<file path="src/hdl/fxa_pkg.sv">
package fxa_pkg;

    // number format
    localparam int FRAC_BITS = 8;
    localparam int DATA_W    = 32;

    // divider widths: numerator is 2*(|a| << FRAC_BITS) + |b|, divisor is 2*|b|
    localparam int NUM_W = DATA_W + FRAC_BITS + 1;
    localparam int DEN_W = DATA_W + 1;
    localparam int REM_W = DEN_W;

    // operation codes
    typedef enum logic [3:0] {
        OP_ADD      = 4'd0,
        OP_SUB      = 4'd1,
        OP_MUL      = 4'd2,
        OP_DIV      = 4'd3,
        OP_MIN      = 4'd4,
        OP_MAX      = 4'd5,
        OP_INC      = 4'd6,
        OP_DEC      = 4'd7,
        OP_TO_INT   = 4'd8,
        OP_FROM_INT = 4'd9
    } t_op;

    // per-transaction control and early result carried down the pipe
    typedef struct packed {
        t_op                op;
        logic               neg;
        logic               dz;
        logic               gt;
        logic               lt;
        logic               eq;
        logic [DATA_W-1:0]  res;
    } t_ctl;

    // one divider stage record
    typedef struct packed {
        t_ctl               ctl;
        logic [REM_W-1:0]   rem;
        logic [NUM_W-1:0]   nq;
        logic [DEN_W-1:0]   den;
    } t_div;

endpackage

</file>
<file path="src/hdl/fxa_front.sv">
module fxa_front (
    input  logic                        i_clk,
    input  logic                        i_rst_n,
    input  logic                        i_valid,
    output logic                        o_rdy,
    input  logic [3:0]                  i_op,
    input  logic signed [31:0]          i_operand_a,
    input  logic signed [31:0]          i_operand_b,
    output logic                        o_valid,
    input  logic                        i_next_rdy,
    output fxa_pkg::t_div               o_data
);

    // stage 0: decode, compare, simple ops, magnitudes
    logic                               r_v0;
    fxa_pkg::t_ctl                      r_c0;
    logic [fxa_pkg::DATA_W-1:0]         r_mag_a;
    logic [fxa_pkg::DATA_W-1:0]         r_mag_b;
    fxa_pkg::t_ctl                      n_c0;
    logic [fxa_pkg::DATA_W-1:0]         n_mag_a;
    logic [fxa_pkg::DATA_W-1:0]         n_mag_b;
    logic [fxa_pkg::DATA_W-1:0]         w_ua;
    logic [fxa_pkg::DATA_W-1:0]         w_ub;

    // stage 1: product and divider operands
    logic                               r_v1;
    fxa_pkg::t_ctl                      r_c1;
    logic [2*fxa_pkg::DATA_W-1:0]       r_prod;
    logic [fxa_pkg::NUM_W-1:0]          r_num;
    logic [fxa_pkg::DEN_W-1:0]          r_den;

    // stage 2: product rounding, divider record
    logic                               r_v2;
    fxa_pkg::t_div                      r_d2;
    fxa_pkg::t_div                      n_d2;
    logic [fxa_pkg::DATA_W+fxa_pkg::FRAC_BITS-1:0] w_psum;

    logic w_rdy0;
    logic w_rdy1;
    logic w_rdy2;

    assign w_rdy2 = !r_v2 || i_next_rdy;
    assign w_rdy1 = !r_v1 || w_rdy2;
    assign w_rdy0 = !r_v0 || w_rdy1;
    assign o_rdy  = w_rdy0;

    assign w_ua = i_operand_a;
    assign w_ub = i_operand_b;

    always_comb begin
        n_c0.op  = fxa_pkg::t_op'(i_op);
        n_c0.gt  = i_operand_a > i_operand_b;
        n_c0.lt  = i_operand_a < i_operand_b;
        n_c0.eq  = i_operand_a == i_operand_b;
        n_c0.neg = w_ua[31] ^ w_ub[31];
        n_c0.dz  = (n_c0.op == fxa_pkg::OP_DIV) && (w_ub == '0);
        case (n_c0.op)
            fxa_pkg::OP_ADD:      n_c0.res = w_ua + w_ub;
            fxa_pkg::OP_SUB:      n_c0.res = w_ua - w_ub;
            fxa_pkg::OP_MIN:      n_c0.res = n_c0.lt ? w_ua : w_ub;
            fxa_pkg::OP_MAX:      n_c0.res = n_c0.gt ? w_ua : w_ub;
            fxa_pkg::OP_INC:      n_c0.res = w_ua + 32'd1;
            fxa_pkg::OP_DEC:      n_c0.res = w_ua - 32'd1;
            fxa_pkg::OP_TO_INT:   n_c0.res = 32'(i_operand_a >>> fxa_pkg::FRAC_BITS);
            fxa_pkg::OP_FROM_INT: n_c0.res = w_ua << fxa_pkg::FRAC_BITS;
            default:              n_c0.res = '0;
        endcase
        n_mag_a = w_ua[31] ? (~w_ua + 32'd1) : w_ua;
        n_mag_b = w_ub[31] ? (~w_ub + 32'd1) : w_ub;
    end

    // round half away from zero: add half an lsb before dropping the fraction
    assign w_psum = r_prod[fxa_pkg::DATA_W+fxa_pkg::FRAC_BITS-1:0]
                  + ((fxa_pkg::DATA_W+fxa_pkg::FRAC_BITS)'(1) << (fxa_pkg::FRAC_BITS - 1));

    always_comb begin
        n_d2.ctl = r_c1;
        if (r_c1.op == fxa_pkg::OP_MUL) begin
            n_d2.ctl.res = w_psum[fxa_pkg::DATA_W+fxa_pkg::FRAC_BITS-1:fxa_pkg::FRAC_BITS];
        end
        n_d2.rem = '0;
        n_d2.nq  = r_num;
        n_d2.den = r_den;
    end

    always_ff @(posedge i_clk) begin
        if (!i_rst_n) begin
            r_v0 <= 1'b0;
            r_v1 <= 1'b0;
            r_v2 <= 1'b0;
        end else begin
            if (w_rdy0) begin
                r_v0 <= i_valid;
            end
            if (w_rdy1) begin
                r_v1 <= r_v0;
            end
            if (w_rdy2) begin
                r_v2 <= r_v1;
            end
        end
    end

    always_ff @(posedge i_clk) begin
        if (w_rdy0) begin
            r_c0    <= n_c0;
            r_mag_a <= n_mag_a;
            r_mag_b <= n_mag_b;
        end
        if (w_rdy1) begin
            r_c1   <= r_c0;
            r_prod <= (2*fxa_pkg::DATA_W)'(r_mag_a) * (2*fxa_pkg::DATA_W)'(r_mag_b);
            r_num  <= {r_mag_a, {(fxa_pkg::FRAC_BITS+1){1'b0}}}
                    + fxa_pkg::NUM_W'(r_mag_b);
            r_den  <= {r_mag_b, 1'b0};
        end
        if (w_rdy2) begin
            r_d2 <= n_d2;
        end
    end

    assign o_valid = r_v2;
    assign o_data  = r_d2;

endmodule

</file>
<file path="config.mk">
export PLATFORM = sky130hd
export DESIGN_NAME = fxa_front
export DESIGN_NICKNAME = d
export VERILOG_FILES = /design/src/hdl/fxa_pkg.sv /design/src/hdl/fxa_front.sv
export SDC_FILE = /design/constraint.sdc
export NUM_CORES = 2
export LEC_CHECK = 0
export ABC_AREA = 1
export BUFFER_PORTS_ARGS = -buffer_cell sky130_fd_sc_hd__buf_2
export CAP_MARGIN = 20
export CORE_ASPECT_RATIO = 1.4
export CORE_MARGIN = 1
export CORE_UTILIZATION = 45
export CTS_CLUSTER_DIAMETER = 100
export DETAILED_ROUTE_END_ITERATION = 10
export HOLD_SLACK_MARGIN = 0.12
export PLACE_DENSITY = 0.69
export SYNTH_ARGS = -nofsm -noshare
export SYNTH_HDL_FRONTEND = slang
export SYNTH_SLANG_ARGS = --single-unit
</file>
<file path="constraint.sdc">
create_clock -name i_clk -period 10.2 [get_ports i_clk]
set_input_delay 1.02 -clock i_clk [delete_from_list [all_inputs] [get_ports i_clk]]
set_output_delay 1.02 -clock i_clk [all_outputs]
set_load 0.01 [all_outputs]
</file>
* Word level (Yosys, flattened, before mapping)
Cells that the tools add are included.
Word-level totals: register bits 376, input bits 72, output and inout bits 150, word-level logic and storage cells 72
Operators by class: $add $sub $neg 8, multiply operators 1, $lt $le $gt $ge 2, equal/unequal tests 10, mux-type cells 6, bitwise gates (word level) 3, reductions and logical operators 9
Operators by type and width (count):
- $pmux W32 S8 | 1
- $add A32 B1 Y32 const B | 3
- $mux W32 | 3
- $not A32 Y32 | 2
- $mux W31 | 2
- $add A41 B32 Y41 | 1
- $add A40 B8 Y40 const B | 1
- $mul A32 B32 Y40 | 1
- $add A32 B32 Y32 | 1
- $eq A32 B32 Y1 | 1
- $gt A32 B32 Y1 | 1
- $logic_not A32 Y1 | 1
- $lt A32 B32 Y1 | 1
- $sub A32 B1 Y32 const B | 1
- $sub A32 B32 Y32 | 1
- $eq A4 B3 Y1 const B | 4
- $eq A4 B2 Y1 const B | 2
- $eq A4 B4 Y1 const B | 2
- $eq A4 B1 Y1 const B | 1
- $logic_not A4 Y1 | 1
- $logic_not A1 Y1 | 3
- $logic_or A1 B1 Y1 | 3
- $logic_and A1 B1 Y1 | 1
- $xor A1 B1 Y1 | 1

* Logic depth before layout (Yosys ltp)
depth in word-level cells 4, depth in mapped cells 31, gate-level depth less buffers 30

* Worst setup path after synthesis
Ideal clock, no wire load.
kind input-to-output, from input i_next_rdy, to output o_rdy, arrival time 5.965 ns, required time 9.180 ns, setup slack 3.215 ns, cell stages on the path 4, buffers on the path 0, cells stage by stage inv_1 > nand2_1 > nor2_1 > nand2_1
Between the ends: cells in the longest elaborated chain, start to end 3
RTL lines:
- from (decl) | line fxa_front.sv:10 | input logic i_next_rdy,
- $logic_or A1 B1 Y1 | line fxa_front.sv:42 | assign w_rdy2 = !r_v2 || i_next_rdy;
- net w_rdy2 | line fxa_front.sv:40 | logic w_rdy2;
- $logic_or A1 B1 Y1 | line fxa_front.sv:43 | assign w_rdy1 = !r_v1 || w_rdy2;
- $logic_or A1 B1 Y1 | line fxa_front.sv:44 | assign w_rdy0 = !r_v0 || w_rdy1;
- to (decl) | line fxa_front.sv:5 | output logic o_rdy,
The timed path passes the listed nets, and every way through them passes these cells.

* Worst setup path after layout
from register r_mag_b[8] (netlist name), to register r_prod[39] (netlist name) (data pin)
Between the ends: cells in the longest elaborated chain, start to end 1
RTL lines:
- from (decl) | line fxa_front.sv:18 | logic [fxa_pkg::DATA_W-1:0] r_mag_b;
- from (signal assigned) | line fxa_front.sv:108 | r_mag_b <= n_mag_b;
- $mul A32 B32 Y40 | line fxa_front.sv:112 | r_prod <= (2*fxa_pkg::DATA_W)'(r_mag_a) * (2*fxa_pkg::DATA_W)'(r_mag_b);
- to (signal assigned) | line fxa_front.sv:112
- to (decl) | line fxa_front.sv:28 | logic [2*fxa_pkg::DATA_W-1:0] r_prod;
Every way passes these cells. A chain may end at the register's enable or synchronous reset.

==> metrics.txt <==
global-route wire length before repair=between 200000 and 250000 um; Hold Path Depth=0; fill count=9568; Worst Hold End=o_data[36]; Final min period=7823 ps; crit path max fanout=19; CTS Hold Bufs=0; Synth top area share=about 28%; worst-margin pin slew=1159 ps; PortBufs=roughly 190; Hold Violations, Final=0; met1 track demand over resource=35.32%; worst hold-check path type=flip-flop to flip-flop; vias in the first global route=approximately 38000; Die H=373.8 um; Routability Congestion=just over 1; setup TNS=0 ps; # rows=136; setup violators final=0; grt ovf=0; CP required=10560 ps; GR Layer Usage met3=~4.4%; Clock Skews=between 20 and 30 ps; Clk Latency, worst-skew pair=between 600 and 700 ps; TritonCTS clock tree=built; fin crit share=76.69%; Seq/Total Area, Yosys=between 20% and 30%; antenna viol nets, final=0; via count=36310; first drt pass iteration count=5; synthesized area per cell=between 8 and 9 sq um; highest clock rate=between 100 and 150 MHz; die area=around 0.1 sq mm; Rel. slew slack=22.13%; crit path capture type=flip-flop; Mapped Cells=about 5300; Detail Placement HPWL=roughly 130000 um; kind of critical path=flip-flop to flip-flop; R2R Setup Slk=2380 ps; Initial Util=between 40% and 50%; GRT met2 Usage=a little under three fifths; run status=finished clean; core footprint=0.09801 sq mm; CTS buffer count=39; Most used DFF post-synth=edfxtp_1; Ports=around 220; Clock transition at path regs=approximately 70 ps; Worst Reg2Reg Path Length in Cells=25; Worst Setup Start Kind=flip-flop; max cap viols=0; clock tree buffer depth=3; Global Route Usage Sum=about a third; top cell type by total area after synthesis=fa_1; # H-tree levels=2; reg2reg start=r_mag_b[8]; count of pins over their slew limit=0; Area contributors post-synth=fa_1 28%, edfxtp_1 24%, inv_1 11%; setup bufs post-CTS=0; Ys Warns=0; vias per inst=about 5.4; Mapped Area=0.04443 sq mm; # resized after CTS=0; largest net degree at the start of global routing=82; area added between synthesis and finish=7.854%; initial DRC count=between 2000 and 3000; #FFs+latches synth=roughly 350; GR peak layer=met2; DRT Wirelength=~160000 um; r2r endpoint=r_prod[39]; RSZ-0062 raised after global routing=false; CTS Sinks=between 300 and 400; Synth cell types=63; die width=between 200 and 300 um; Layout Nets=approximately 6300; most frequent cell after synthesis=inv_1; Post-synth EDFFs=348; wire per inst=23.99 um; WP data arrival=a little over 8000 ps; most common library cells after synthesis=1325 x inv_1, 1283 x nand2_1, 626 x fa_1; asr flop ratio synth=0%; worst hold start=r_num[3]; CTS Root Cell=clkbuf_16; DRC=0; antenna violations before repair=5; share of cells above drive strength 1=7.876%
## layout by cell type (no fill, tap or decap), types with 40 or more instances in the layout
master / count
inv_1: 1324
nand2_1: 1281
fa_1: 626
edfxtp_1: 348
nor2_1: 241
ha_1: 230
buf_2: 188
a21oi_1: 182
o21ai_0: 171
xor2_1: 121
nand3_1: 121
xnor2_1: 65
buf_4: 58
nor3_1: 40
## state kept, by name (all words and copies together) (netlist names)
name / flops
r_v1: 1
r_mag_b: 32
o_data: 105
r_den: 23
n_d2: 9
o_valid: 1
r_v0: 1
r_c1: 32
r_mag_a: 32
r_prod: 33
r_num: 41
r_c0: 41
## worst max-delay path, stage by stage (launching register included)
cell and delay [ps]:
edfxtp_1 880, buf_4 400, nand2_1 120, fa_1 550, inv_1 50, fa_1 520
inv_1 50, fa_1 520, inv_1 50, fa_1 420, fa_1 500, inv_1 60
fa_1 580, fa_1 490, fa_1 520, inv_1 70, ha_1 420, nand2_1 110
nor2_1 270, inv_1 110, nor4_1 330, o21ai_0 150, o211ai_1 100, a31oi_1 80
nand3_1 130, nand2_1 60
## worst max path at each step
| stage | slack [ps] | start | to | cells after the start |
|---|---|---|---|---|
| final | 2380 | r_mag_b[8] | r_prod[39] | 25 |
| after CTS | 2420 | r_mag_b[15] | r_prod[39] | 22 |
| after global routing | 2020 | r_mag_a[7] | r_prod[39] | 26 |
| after global placement | 2510 | r_mag_b[8] | r_prod[39] | 22 |
| after detailed placement | 2490 | r_mag_a[7] | r_prod[39] | 26 |
| after floorplan | 3210 | i_next_rdy | o_rdy | 4 |
## stage by stage
| step | instance area, sq um | worst slack (ps) | util [%] | instances | hold slack (ps) |
|---|---|---|---|---|---|
| after floorplan | 44560 | 3215 | - | 5361 | 400.3 |
| after global placement | 46520 | 2505 | 47.46 | 6684 | 400.4 |
| after detailed placement | 46530 | 2486 | 47.47 | 6685 | 404.5 |
| after CTS | 47890 | 2417 | 48.86 | 6757 | 403.3 |
| after global routing | 47910 | 2022 | 48.89 | 6758 | 417.2 |
| final | 47920 | 2377 | 48.89 | 6761 | 410.5 |
## layer usage
layer  part of all wire [%]  up-vias
li1                       -    16230
met1                     34    17760
met2                     49     1713
met3                    6.1      607
met4                     11        6
met5                  0.023        -
## area by class of cell
cell class                      instances  area (sq um)  area share (%)
Tap cell                             1311          1640           3.423
Timing Repair Buffer                  247          1404           2.929
Antenna cell                            3         7.507         0.01567
Sequential cell                       351         10510           21.93
Clock buffer                           44         994.7           2.076
Multi-Input combinational cell       3435         27960           58.34
Inverter                             1342          5042           10.52
Clock inverter                         28         365.4          0.7624
## logic make-up (layout without fill, tap and decap cells)
family	Yosys count	in the layout	synth area share, %
and+or+nand+nor	1826	1826	17.14
adders and majority gates	856	856	34.68
DFF	351	351	23.65
buffers and inverters	1575	1661	13.76
xor gates and xnor gates	186	186	3.666
other	1	37	0.008440
AOI/OAI and AO/OA	533	533	7.088
Power is left out: the tool's default activity adds up to more than one toggle a clock period on the data nets, which glitch-free logic cannot reach.
