### config.mk
export PLATFORM = sky130hd
export DESIGN_NAME = fxa_div_step
export DESIGN_NICKNAME = d
export VERILOG_FILES = /design/src/hdl/fxa_pkg.sv /design/src/hdl/fxa_div_step.sv
export SDC_FILE = /design/constraint.sdc
export NUM_CORES = 1
export LEC_CHECK = 0
export ABC_AREA = 1
export BUFFER_PORTS_ARGS = -buffer_cell sky130_fd_sc_hd__buf_2
export CAP_MARGIN = 20
export CORE_ASPECT_RATIO = 1.75
export CORE_UTILIZATION = 55
export CTS_BUF_LIST = sky130_fd_sc_hd__clkbuf_8
export DETAILED_ROUTE_END_ITERATION = 8
export PLACE_DENSITY_LB_ADDON = 0.15
export SYNTH_ARGS = -nofsm -noshare
export SYNTH_HDL_FRONTEND = slang
export SYNTH_SLANG_ARGS = --single-unit
### constraint.sdc
create_clock -name i_clk -period 9.4 [get_ports i_clk]
set_input_delay 1.88 -clock i_clk [delete_from_list [all_inputs] [get_ports i_clk]]
set_output_delay 1.88 -clock i_clk [all_outputs]
set_load 0.03 [all_outputs]
### src/hdl/fxa_pkg.sv
package fxa_pkg;

    // number format
    localparam int FRAC_BITS = 8;
    localparam int DATA_W    = 32;

    // divider widths: numerator is 2*(|a| << FRAC_BITS) + |b|, divisor is 2*|b|
    localparam int NUM_W = DATA_W + FRAC_BITS + 1;
    localparam int DEN_W = DATA_W + 1;
    localparam int REM_W = DEN_W;

    // operation codes
    typedef enum logic [3:0] {
        OP_ADD      = 4'd0,
        OP_SUB      = 4'd1,
        OP_MUL      = 4'd2,
        OP_DIV      = 4'd3,
        OP_MIN      = 4'd4,
        OP_MAX      = 4'd5,
        OP_INC      = 4'd6,
        OP_DEC      = 4'd7,
        OP_TO_INT   = 4'd8,
        OP_FROM_INT = 4'd9
    } t_op;

    // per-transaction control and early result carried down the pipe
    typedef struct packed {
        t_op                op;
        logic               neg;
        logic               dz;
        logic               gt;
        logic               lt;
        logic               eq;
        logic [DATA_W-1:0]  res;
    } t_ctl;

    // one divider stage record
    typedef struct packed {
        t_ctl               ctl;
        logic [REM_W-1:0]   rem;
        logic [NUM_W-1:0]   nq;
        logic [DEN_W-1:0]   den;
    } t_div;

endpackage

### src/hdl/fxa_div_step.sv
module fxa_div_step (
    input  logic            i_clk,
    input  logic            i_rst_n,
    input  logic            i_valid,
    output logic            o_rdy,
    input  fxa_pkg::t_div   i_data,
    output logic            o_valid,
    input  logic            i_next_rdy,
    output fxa_pkg::t_div   o_data
);

    logic                           r_valid;
    fxa_pkg::t_div                  r_data;
    fxa_pkg::t_div                  n_data;
    logic [fxa_pkg::REM_W:0]        w_trial;
    logic [fxa_pkg::REM_W:0]        w_diff;
    logic                           w_ge;

    assign o_rdy = !r_valid || i_next_rdy;

    // one restoring step: bring down the next numerator bit, try the divisor
    assign w_trial = {i_data.rem, i_data.nq[fxa_pkg::NUM_W-1]};
    assign w_ge    = w_trial >= {1'b0, i_data.den};
    assign w_diff  = w_trial - {1'b0, i_data.den};

    always_comb begin
        n_data     = i_data;
        n_data.rem = w_ge ? w_diff[fxa_pkg::REM_W-1:0] : w_trial[fxa_pkg::REM_W-1:0];
        n_data.nq  = {i_data.nq[fxa_pkg::NUM_W-2:0], w_ge};
    end

    always_ff @(posedge i_clk) begin
        if (!i_rst_n) begin
            r_valid <= 1'b0;
        end else if (o_rdy) begin
            r_valid <= i_valid;
        end
    end

    always_ff @(posedge i_clk) begin
        if (o_rdy) begin
            r_data <= n_data;
        end
    end

    assign o_valid = r_valid;
    assign o_data  = r_data;

endmodule

* Word level (Yosys, flattened, before mapping)
Index checks and enable logic that the tools add are counted.
** Storage, ports and cells
- Register bits :: 149
- Bits of input ports :: 152
- Output and inout bits :: 150
- Word-level logic and storage cells :: 16
** Cells by class
- Add/subtract/negate cells :: 1
- Magnitude comparators :: 1
- Multiplexer cells :: 1
- Reduce and logical (&&, ||, !) cells :: 2
** Operator list (number)
- 34-bit by 33-bit greater-or-equal comparator with 1-bit output :: 1
- 33-bit two-way mux :: 1
- 33-bit subtractor :: 1
- 1-bit zero test :: 1
- 1-bit logical OR :: 1

* Depth between registers and ports, before layout
Gate-level depths: netlist of the first run.
- Depth after elaboration :: 2
- Gate-level depth with buffers :: 16
- Gate-level depth less buffers :: 16

* Worst setup path before layout of the first run
OpenSTA, ideal clock, no wires.
- Path type :: input port to output port
- From :: input port i_next_rdy
- To :: output port o_rdy
- Arrival time :: 5.225 ns
- Path slack :: 2.295 ns
- Stages :: 2
- Cells stage by stage :: inv_1 > nand2_1
** Between the ends
- Word-level cells in the longest chain between the ends :: 1
** RTL lines
- start: declaration :: RTL line fxa_div_step.sv:8 : input logic i_next_rdy,
- 1-bit logical OR :: RTL line fxa_div_step.sv:19 : assign o_rdy = !r_valid || i_next_rdy;
- end: declaration :: RTL line fxa_div_step.sv:5 : output logic o_rdy,
Every way passes these cells.

* Final worst setup path of the first run
Ends and elaborated chain as after synthesis.

==> results_tabular.tex, run 1 <==
\begin{tabular}{lr}
\hline
Metric & Value \\
\hline
\multicolumn{2}{l}{\textbf{Outcome}} \\
Outcome & finished clean \\
\multicolumn{2}{l}{\textbf{Pwr}} \\
Leakage dissipation & 5.35 nW \\
Internal power of the cells & 1.19 mW \\
NetSw & 624 uW \\
Register share of total power & 0.455 \\
Switching Share & 0.344 \\
Total power per unit cell area & 184 nW/um\^{}2 \\
Clock power share & 0.293 \\
Peak supply drop & 113 uV \\
Part of the power in combinational logic & 0.252 \\
\multicolumn{2}{l}{\textbf{STA}} \\
Setup-failing EPs final & 0 \\
Setup tns final & 0 ns \\
Final setup slack of the worst path & 4.78 ns \\
Post-route clock skew & 0.00990 ns \\
Share of the cycle needed by the critical path after routing & 0.491 \\
Slew Limit Fails & 0 \\
Worst slew margin relative to its limit & 0.387 \\
F\_max & 217 MHz \\
Actual slew at the worst max-slew pin & 0.917 ns \\
Final Hold Violating Endpoints & 0 \\
Unrepaired setup endpoints after global routing & no \\
Minimum clock period after layout & 4.62 ns \\
\multicolumn{2}{l}{\textbf{Global route}} \\
Largest net degree at the start of global routing & 62 \\
Wire length of the first global-routing pass & 34400 um \\
Total congestion overflow & 0 \\
Antenna violations before repair & 0 \\
Number of global-route vias before repair & 6592 \\
Combined global-route utilization of all metal layers & 0.318 \\
\multicolumn{2}{l}{\textbf{Synth}} \\
Area share of the largest cell type after synthesis & 0.572 \\
Post-synthesis cell type with the largest combined area & sky130\_fd\_sc\_hd\_\_edfxtp\_1 \\
Synth top area cells & sky130\_fd\_sc\_hd\_\_edfxtp\_1, sky130\_fd\_sc\_hd\_\_nand2\_1, sky130\_fd\_sc\_hd\_\_inv\_1 \\
Cell count after synthesis & 861 \\
Post-synth EDFFs & 148 \\
Mean instance size in the synthesized netlist & 9.02 um\^{}2 \\
Cell with the most instances after synthesis & sky130\_fd\_sc\_hd\_\_nand2\_1 \\
Synthesized Nets & 1047 \\
FF+latch count, synth & 149 \\
Total standard cell area after synthesis & 7770 um\^{}2 \\
Synth unique cells & 29 \\
Share of synthesized registers carrying an async set or reset & 0 \\
Leading cell types by count after synthesis & sky130\_fd\_sc\_hd\_\_nand2\_1, sky130\_fd\_sc\_hd\_\_inv\_1, sky130\_fd\_sc\_hd\_\_edfxtp\_1 \\
Leading register cell type out of synthesis & sky130\_fd\_sc\_hd\_\_edfxtp\_1 \\
Yosys synthesis warning count & 0 \\
Sequential fraction of the synthesis area & 0.575 \\
\multicolumn{2}{l}{\textbf{Critical path}} \\
Worst R2R Setup Slack & 6.76 ns \\
Path type of the worst setup path & primary input to output pin \\
Capture point of the worst reg-to-reg path & o\_valid \\
Data arrival time of the worst path & 2.74 ns \\
Critical Path, Cell by Cell & buf\_2, inv\_1, nand2\_4, buf\_2 \\
Kind of capture point of the worst setup path & output pin \\
Crit Path Max Fanout & 39 \\
Cell with the largest stage delay on the worst path & sky130\_fd\_sc\_hd\_\_nand2\_4 \\
Required time of the critical path & 7.52 ns \\
Worst Setup Start Kind & primary input \\
Worst reg2reg startpoint & o\_valid \\
Maximum cell stage delay along the critical path & 0.38 ns \\
CP bufs+invs & 3 \\
Worst Reg-to-Reg Cells & 4 \\
Most repeated library cell on the critical path & sky130\_fd\_sc\_hd\_\_buf\_2 \\
Crit-path leading delay family & buffers and inverters \\
\multicolumn{2}{l}{\textbf{Routing}} \\
WL final & 23100 um \\
1st-pass router iterations & 5 \\
Average wire length per cell after detail routing & 17.0 um \\
Number of DRC violations after detailed-routing iteration 0 & 356 \\
Via density per instance & 4.97 \\
Antenna violation net count after detailed routing & 0 \\
Total number of vias & 6779 \\
Remaining DRCs & 0 \\
\multicolumn{2}{l}{\textbf{Finish}} \\
Nets & 1359 \\
Number of inserted filler cells in the final layout & 1158 \\
Syn-to-layout area delta & 27.0\% \\
Ratio of cells with drive above 1 in the final layout & 0.297 \\
Ant diodes & 0 \\
\multicolumn{2}{l}{\textbf{Place}} \\
Half-perimeter wire length after placement & 18200 um \\
Final weighted congestion of routability-driven global placement & 0.980 \\
Place WS & 4.79 ns \\
Port bufs & 301 \\
\multicolumn{2}{l}{\textbf{Worst hold path}} \\
Count of cells along the worst hold path & 1 \\
Hold worst-path end & o\_data[59] \\
Hold wc startpoint & o\_valid \\
Class of the tightest hold or removal check & register to register \\
\multicolumn{2}{l}{\textbf{Die}} \\
Core area & 13800 um\^{}2 \\
Die ar. & 14600 um\^{}2 \\
Row count & 57 \\
Number of placed I/O pins & 302 \\
Starting density of the core & 0.561 \\
Die height & 159 um \\
Horizontal extent of the die & 91.8 um \\
\multicolumn{2}{l}{\textbf{Job}} \\
Max cap viols & 0 \\
\multicolumn{2}{l}{\textbf{Clock network}} \\
Root Driver & sky130\_fd\_sc\_hd\_\_clkbuf\_8 \\
Setup Fix Bufs, Post-CTS & 0 \\
Count of hold buffers inserted by post-cts repair & 0 \\
Clock slew at reported path FFs & 0.09 ns \\
Number of H-tree levels & 4 \\
CTS tree & built \\
Worst-Skew Late Latency & 0.45 ns \\
Sinks on the clock net & 149 \\
Maximum root-to-sink buffer count & 2 \\
Clock buffers created by TritonCTS & 17 \\
Count of instances resized after the clock tree is built & 0 \\
\hline
\end{tabular}
==> worst max path at each step <==
stage / slack (ns) / cells past startpoint / startpoint / end
floorplan: 2.30 / 2 / i_next_rdy / o_rdy
global placement: 4.79 / 4 / i_next_rdy / o_rdy
detailed placement: 4.79 / 4 / i_next_rdy / o_rdy
CTS: 4.79 / 4 / i_next_rdy / o_rdy
global route: 4.75 / 4 / i_next_rdy / o_rdy
finish: 4.78 / 4 / i_next_rdy / o_rdy
==> area by class of cell <==
type,count,area (um^2),area share
sequential,149,4460,0.453
multi-input combinational,527,2580,0.261
timing repair buffer,303,1520,0.154
inverter,175,657,0.0666
clock buffer,17,234,0.0237
tap,177,221,0.0225
clock inverter,15,188,0.0190
==> registers in the layout, indices dropped and copies added (netlist names) <==
name / count
o_data: 148
o_valid: 1
==> layer usage <==
layer  vias up  wire [um]  track usage
met4         0        843        0.137
li1       3330          -            -
met3        54       1550       0.0707
met2       287      13100        0.627
met1      3108       7670        0.303
met5         -          0            0
==> cells by family (layout without fill, tap and decap cells) <==
| group | after synthesis | count (layout) | share of synthesized area |
|---|---|---|---|
| AND/OR/NAND/NOR | 455 | 455 | 0.243 |
| buffers and inverters | 185 | 510 | 0.0944 |
| flip-flops | 149 | 149 | 0.575 |
| adder cells (fa/ha/maj) | 34 | 34 | 0.0557 |
| AO/OA/AOI/OAI | 23 | 23 | 0.0155 |
| XOR/XNOR | 15 | 15 | 0.0169 |
==> worst register-to-register path, cell delays in order, from the launching register on <==
cell	delay, ns
sky130_fd_sc_hd__dfxtp_1	0.36
sky130_fd_sc_hd__nand2_4	0.40
sky130_fd_sc_hd__buf_4	0.66
sky130_fd_sc_hd__buf_4	0.79
sky130_fd_sc_hd__a21boi_0	0.26
==> stage by stage <==
| stage | cells | power, mW | area (um^2) | hold slack, ns | util |
|---|---|---|---|---|---|
| finish | 1363 | 1.81 | 9860 | 1.00 | 0.713 |
| global route | 1363 | 1.88 | 9860 | 1.03 | 0.713 |
| CTS | 1363 | 1.82 | 9860 | 1.01 | 0.713 |
| detailed placement | 1331 | 1.29 | 9440 | 0.953 | 0.682 |
| global placement | 1331 | 1.28 | 9440 | 0.959 | 0.682 |
| floorplan | 861 | 1.14 | 7770 | 1.98 | - |
==> power groups by stage <==
| stage | Combinational (mW) | Clock, mW | Sequential [mW] |
|---|---|---|---|
| CTS | 0.455 | 0.539 | 0.825 |
| finish | 0.456 | 0.531 | 0.825 |
| detailed placement | 0.453 | 0 | 0.839 |
| floorplan | 0.170 | 0 | 0.974 |
| global route | 0.491 | 0.561 | 0.830 |
| global placement | 0.445 | 0 | 0.837 |
==> cells in the final DEF, fill, tap and decap left out <==
master and instances:
sky130_fd_sc_hd__buf_4 2, sky130_fd_sc_hd__edfxtp_1 148, sky130_fd_sc_hd__nand2_8 1, sky130_fd_sc_hd__nor2_1 40, sky130_fd_sc_hd__xnor2_1 1, sky130_fd_sc_hd__inv_8 5, sky130_fd_sc_hd__nand3_1 61, sky130_fd_sc_hd__a21oi_1 20
sky130_fd_sc_hd__clkinv_4 1, sky130_fd_sc_hd__clkinvlp_4 1, sky130_fd_sc_hd__nor3_1 6, sky130_fd_sc_hd__bufinv_16 2, sky130_fd_sc_hd__dfxtp_1 1, sky130_fd_sc_hd__fa_1 1, sky130_fd_sc_hd__nand3_2 2, sky130_fd_sc_hd__and2_1 5
sky130_fd_sc_hd__nand4_1 3, sky130_fd_sc_hd__nand2_4 2, sky130_fd_sc_hd__inv_1 175, sky130_fd_sc_hd__clkbuf_8 17, sky130_fd_sc_hd__clkinv_8 1, sky130_fd_sc_hd__o21ai_0 1, sky130_fd_sc_hd__inv_2 1, sky130_fd_sc_hd__or2_2 2
sky130_fd_sc_hd__ha_1 33, sky130_fd_sc_hd__buf_2 301, sky130_fd_sc_hd__nand2_1 323, sky130_fd_sc_hd__nor2_2 4, sky130_fd_sc_hd__xor2_1 14, sky130_fd_sc_hd__a21boi_0 1, sky130_fd_sc_hd__nor2_4 1, sky130_fd_sc_hd__nand2_2 4
sky130_fd_sc_hd__o21bai_1 1, sky130_fd_sc_hd__inv_6 4, sky130_fd_sc_hd__nor3_2 1
(Power assumes the default switching activity.)
==> run 2: changes to the inputs <==
--- a/config.mk
+++ b/config.mk
@@ -5,11 +5,11 @@
 export SDC_FILE = /design/constraint.sdc
 export NUM_CORES = 1
 export LEC_CHECK = 0
-export ABC_AREA = 1
+export ABC_AREA = 0
 export BUFFER_PORTS_ARGS = -buffer_cell sky130_fd_sc_hd__buf_2
 export CAP_MARGIN = 20
 export CORE_ASPECT_RATIO = 1.75
-export CORE_UTILIZATION = 55
+export CORE_UTILIZATION = 50
 export CTS_BUF_LIST = sky130_fd_sc_hd__clkbuf_8
 export DETAILED_ROUTE_END_ITERATION = 8
 export PLACE_DENSITY_LB_ADDON = 0.15
==> constraint.sdc (replaced) <==
create_clock -name i_clk -period 4.4 [get_ports i_clk]
set_input_delay 0.88 -clock i_clk [delete_from_list [all_inputs] [get_ports i_clk]]
set_output_delay 0.88 -clock i_clk [all_outputs]
set_load 0.03 [all_outputs]
==> results_tabular.tex, run 2 <==
\begin{tabular}{lr}
\hline
Metric & Value \\
\hline
\multicolumn{2}{l}{\textbf{Global route}} \\
Met3 track demand over resource & 0.0752 (was 0.0707) \\
Global-route layer with the greatest usage & met2 (unchanged) \\
GRT met2 Usage & 0.574 (was 0.627) \\
Combined global-route utilization of all metal layers & 0.294 (was 0.318) \\
Number of global-route vias before repair & 5835 (was 6592) \\
Antenna violations before repair & 2 (was 0) \\
Total congestion overflow & 0 (unchanged) \\
Wire length of the first global-routing pass & 31900 um (was 34400 um) \\
Largest net degree at the start of global routing & 150 (was 62) \\
Routing usage on met1 & 0.280 (was 0.303) \\
\multicolumn{2}{l}{\textbf{Synth}} \\
Area share of the largest cell type after synthesis & 0.622 (was 0.572) \\
Total standard cell area after synthesis & 7150 um\^{}2 (was 7770 um\^{}2) \\
Leading cell types by count after synthesis & sky130\_fd\_sc\_hd\_\_edfxtp\_1, sky130\_fd\_sc\_hd\_\_inv\_1, sky130\_fd\_sc\_hd\_\_ha\_1 (was sky130\_fd\_sc\_hd\_\_nand2\_1, sky130\_fd\_sc\_hd\_\_inv\_1, sky130\_fd\_sc\_hd\_\_edfxtp\_1) \\
Share of synthesized registers carrying an async set or reset & 0 (unchanged) \\
FF+latch count, synth & 149 (unchanged) \\
Yosys synthesis warning count & 0 (unchanged) \\
Synth unique cells & 60 (was 29) \\
Cell with the most instances after synthesis & sky130\_fd\_sc\_hd\_\_edfxtp\_1 (was sky130\_fd\_sc\_hd\_\_nand2\_1) \\
Synth top area cells & sky130\_fd\_sc\_hd\_\_edfxtp\_1, sky130\_fd\_sc\_hd\_\_ha\_1, sky130\_fd\_sc\_hd\_\_mux2\_4 (was sky130\_fd\_sc\_hd\_\_edfxtp\_1, sky130\_fd\_sc\_hd\_\_nand2\_1, sky130\_fd\_sc\_hd\_\_inv\_1) \\
Synthesized Nets & 713 (was 1047) \\
Post-synthesis cell type with the largest combined area & sky130\_fd\_sc\_hd\_\_edfxtp\_1 (unchanged) \\
Leading register cell type out of synthesis & sky130\_fd\_sc\_hd\_\_edfxtp\_1 (unchanged) \\
Post-synth EDFFs & 148 (unchanged) \\
Sequential fraction of the synthesis area & 0.624 (was 0.575) \\
Cell count after synthesis & 527 (was 861) \\
Mean instance size in the synthesized netlist & 13.6 um\^{}2 (was 9.02 um\^{}2) \\
\multicolumn{2}{l}{\textbf{STA}} \\
Worst-case hold slack & 0.605 ns (was 1.00 ns) \\
Minimum clock period after layout & 3.41 ns \\
F\_max & 293 MHz \\
Slew Limit Fails & 0 (unchanged) \\
Share of the cycle needed by the critical path after routing & 0.775 \\
Actual slew at the worst max-slew pin & 0.770 ns (was 0.917 ns) \\
Setup-failing EPs final & 0 (unchanged) \\
Worst slew margin relative to its limit & 0.487 (was 0.387) \\
Setup tns final & 0 ns (unchanged) \\
Unrepaired setup endpoints after global routing & no (unchanged) \\
Final Hold Violating Endpoints & 0 (unchanged) \\
Post-route clock skew & 0.0130 ns (was 0.00990 ns) \\
\multicolumn{2}{l}{\textbf{Clock network}} \\
Number of H-tree levels & 4 (unchanged) \\
Clock buffers created by TritonCTS & 17 (unchanged) \\
Root Driver & sky130\_fd\_sc\_hd\_\_clkbuf\_8 (unchanged) \\
CTS tree & built (unchanged) \\
Count of instances resized after the clock tree is built & 0 (unchanged) \\
Count of hold buffers inserted by post-cts repair & 0 (unchanged) \\
Setup Fix Bufs, Post-CTS & 0 (unchanged) \\
Clock slew at reported path FFs & 0.10 ns (was 0.09 ns) \\
Worst-Skew Late Latency & 0.44 ns (was 0.45 ns) \\
Maximum root-to-sink buffer count & 2 (unchanged) \\
Sinks on the clock net & 149 (unchanged) \\
\multicolumn{2}{l}{\textbf{Die}} \\
Die ar. & 14800 um\^{}2 (was 14600 um\^{}2) \\
Number of placed I/O pins & 302 (unchanged) \\
Core area & 13900 um\^{}2 (was 13800 um\^{}2) \\
Horizontal extent of the die & 92.4 um (was 91.8 um) \\
Die height & 160 um (was 159 um) \\
Starting density of the core & 0.514 (was 0.561) \\
Row count & 57 (unchanged) \\
\multicolumn{2}{l}{\textbf{Critical path}} \\
Worst Setup Start Kind & primary input (unchanged) \\
Crit Path Max Fanout & 20 (was 39) \\
Worst setup path endpoint & o\_data[87] (was o\_rdy) \\
Path type of the worst setup path & primary input to register (was primary input to output pin) \\
Kind of capture point of the worst setup path & register (was output pin) \\
CP bufs+invs & 3 (unchanged) \\
Cell with the largest stage delay on the worst path & sky130\_fd\_sc\_hd\_\_ha\_1 (was sky130\_fd\_sc\_hd\_\_nand2\_4) \\
Capture point of the worst reg-to-reg path & o\_data[54] (was o\_valid) \\
Worst Reg-to-Reg Cells & 2 (was 4) \\
Worst reg2reg startpoint & o\_valid (unchanged) \\
CP Depth & 10 (was 4) \\
Data arrival time of the worst path & 3.60 ns (was 2.74 ns) \\
Maximum cell stage delay along the critical path & 0.51 ns (was 0.38 ns) \\
Critical Path Start & i\_data[28] (was i\_next\_rdy) \\
Crit-path leading delay family & simple AND/OR/NAND/NOR gates (was buffers and inverters) \\
Critical Path, Cell by Cell & buf\_2, inv\_1, ha\_1, nand4\_1, or3\_1, or3\_1, o211a\_2, and2\_4, inv\_6, mux2\_4 (was buf\_2, inv\_1, nand2\_4, buf\_2) \\
Required time of the critical path & 4.59 ns (was 7.52 ns) \\
Most repeated library cell on the critical path & sky130\_fd\_sc\_hd\_\_or3\_1 (was sky130\_fd\_sc\_hd\_\_buf\_2) \\
Worst R2R Setup Slack & 2.88 ns (was 6.76 ns) \\
\multicolumn{2}{l}{\textbf{Pwr}} \\
Part of the power in combinational logic & 0.254 (was 0.252) \\
NetSw & 1.31 mW (was 624 uW) \\
Total power per unit cell area & 418 nW/um\^{}2 (was 184 nW/um\^{}2) \\
Switching Share & 0.340 (was 0.344) \\
Internal power of the cells & 2.54 mW (was 1.19 mW) \\
Peak supply drop & 315 uV (was 113 uV) \\
Leakage dissipation & 4.16 nW (was 5.35 nW) \\
Clock power share & 0.288 (was 0.293) \\
Register share of total power & 0.458 (was 0.455) \\
\multicolumn{2}{l}{\textbf{Worst hold path}} \\
Class of the tightest hold or removal check & primary input to register (was register to register) \\
\multicolumn{2}{l}{\textbf{Finish}} \\
Top library cells by usage in the layout, fill and taps aside & sky130\_fd\_sc\_hd\_\_buf\_2, sky130\_fd\_sc\_hd\_\_edfxtp\_1, sky130\_fd\_sc\_hd\_\_inv\_1 (was sky130\_fd\_sc\_hd\_\_nand2\_1, sky130\_fd\_sc\_hd\_\_buf\_2, sky130\_fd\_sc\_hd\_\_inv\_1) \\
Number of inserted filler cells in the final layout & 1097 (was 1158) \\
Most common cell after layout, fill and taps aside & sky130\_fd\_sc\_hd\_\_buf\_2 (was sky130\_fd\_sc\_hd\_\_nand2\_1) \\
Syn-to-layout area delta & 29.0\% (was 27.0\%) \\
Ratio of cells with drive above 1 in the final layout & 0.438 (was 0.297) \\
Nets & 1021 (was 1359) \\
Number of flip-flops in the largest register & 148 (unchanged) \\
\multicolumn{2}{l}{\textbf{Job}} \\
Max cap viols & 0 (unchanged) \\
\multicolumn{2}{l}{\textbf{Routing}} \\
Average wire length per cell after detail routing & 21.0 um (was 17.0 um) \\
1st-pass router iterations & 5 (unchanged) \\
Via density per instance & 5.41 (was 4.97) \\
Total number of vias & 5554 (was 6779) \\
Remaining DRCs & 0 (unchanged) \\
Antenna violation net count after detailed routing & 0 (unchanged) \\
WL final & 21600 um (was 23100 um) \\
Number of DRC violations after detailed-routing iteration 0 & 353 (was 356) \\
\multicolumn{2}{l}{\textbf{Place}} \\
Half-perimeter wire length after placement & 16800 um (was 18200 um) \\
Port bufs & 301 (unchanged) \\
Final weighted congestion of routability-driven global placement & 0.917 (was 0.980) \\
\multicolumn{2}{l}{\textbf{Outcome}} \\
Outcome & finished clean (unchanged) \\
\hline
\end{tabular}
==> run 2: metrics by stage <==
stage          power (mW)  instance area (um^2)  utilization  std cells  setup slack [ns]
6_report             3.85                  9220        0.663       1027             0.990
5_1_grt              3.99                  9220        0.663       1027             0.758
4_1_cts              3.87                  9220        0.663       1025              1.01
3_5_place_dp         2.77                  8800        0.633        993             0.537
3_3_place_gp         2.76                  8800        0.633        993             0.599
2_1_floorplan        2.46                  7150            -        527             0.629
==> run 2: kinds of logic (layout without fill, tap and decap cells) <==
| group | after synthesis | after routing | share of synthesized area |
|---|---|---|---|
| xor+xnor | 19 | 19 | 0.0233 |
| simple gates | 123 | 123 | 0.0865 |
| flops | 149 | 149 | 0.624 |
| buf+inv | 57 | 378 | 0.0404 |
| other cells | 0 | 2 | 0 |
| fa+ha+maj | 34 | 34 | 0.0606 |
| compound gates | 125 | 125 | 0.123 |
| mux | 20 | 20 | 0.0415 |
==> run 2: area by class of cell <==
| cell class | count | area, um^2 | share of cell area |
|---|---|---|---|
| clock inverter | 15 | 184 | 0.0199 |
| tap | 177 | 221 | 0.0240 |
| multi-input combinational | 321 | 2400 | 0.261 |
| clock buffer | 17 | 234 | 0.0254 |
| antenna | 2 | 5.00 | 0.000543 |
| timing repair buffer | 306 | 1560 | 0.169 |
| sequential | 149 | 4460 | 0.484 |
| inverter | 40 | 155 | 0.0168 |
==> run 2: layer usage <==
layer | routed length (um) | vias to the layer above
li1 | - | 2612
met1 | 6940 | 2649
met2 | 12500 | 252
met3 | 1480 | 41
met4 | 720 | 0
met5 | 0 | -
==> run 2: worst min-delay path by stage <==
stage                  end        start  slack, ns  depth (start not counted)
6_report       o_data[120]  i_data[120]       0.60                          1
5_1_grt         o_data[59]   i_data[58]       0.57                          1
4_1_cts         o_data[59]   i_data[58]       0.58                          1
3_5_place_dp    o_data[44]   i_data[43]       1.06                          1
3_3_place_gp    o_data[67]   i_data[66]       1.06                          1
2_1_floorplan    o_data[0]    i_data[0]       0.98                          0
==> run 2: power by group through the flow <==
| stage | Clock, mW | Combinational, mW | Sequential (mW) |
|---|---|---|---|
| floorplan | 0 | 0.375 | 2.08 |
| CTS | 1.13 | 0.978 | 1.76 |
| global placement | 0 | 0.965 | 1.79 |
| global route | 1.18 | 1.04 | 1.78 |
| finish | 1.11 | 0.978 | 1.76 |
| detailed placement | 0 | 0.974 | 1.80 |
==> run 2: worst register-to-register path, stage by stage, from the launching register on <==
cell and delay [ns]:
sky130_fd_sc_hd__dfxtp_1 0.35, sky130_fd_sc_hd__nand2b_4 0.14, sky130_fd_sc_hd__buf_12 0.61
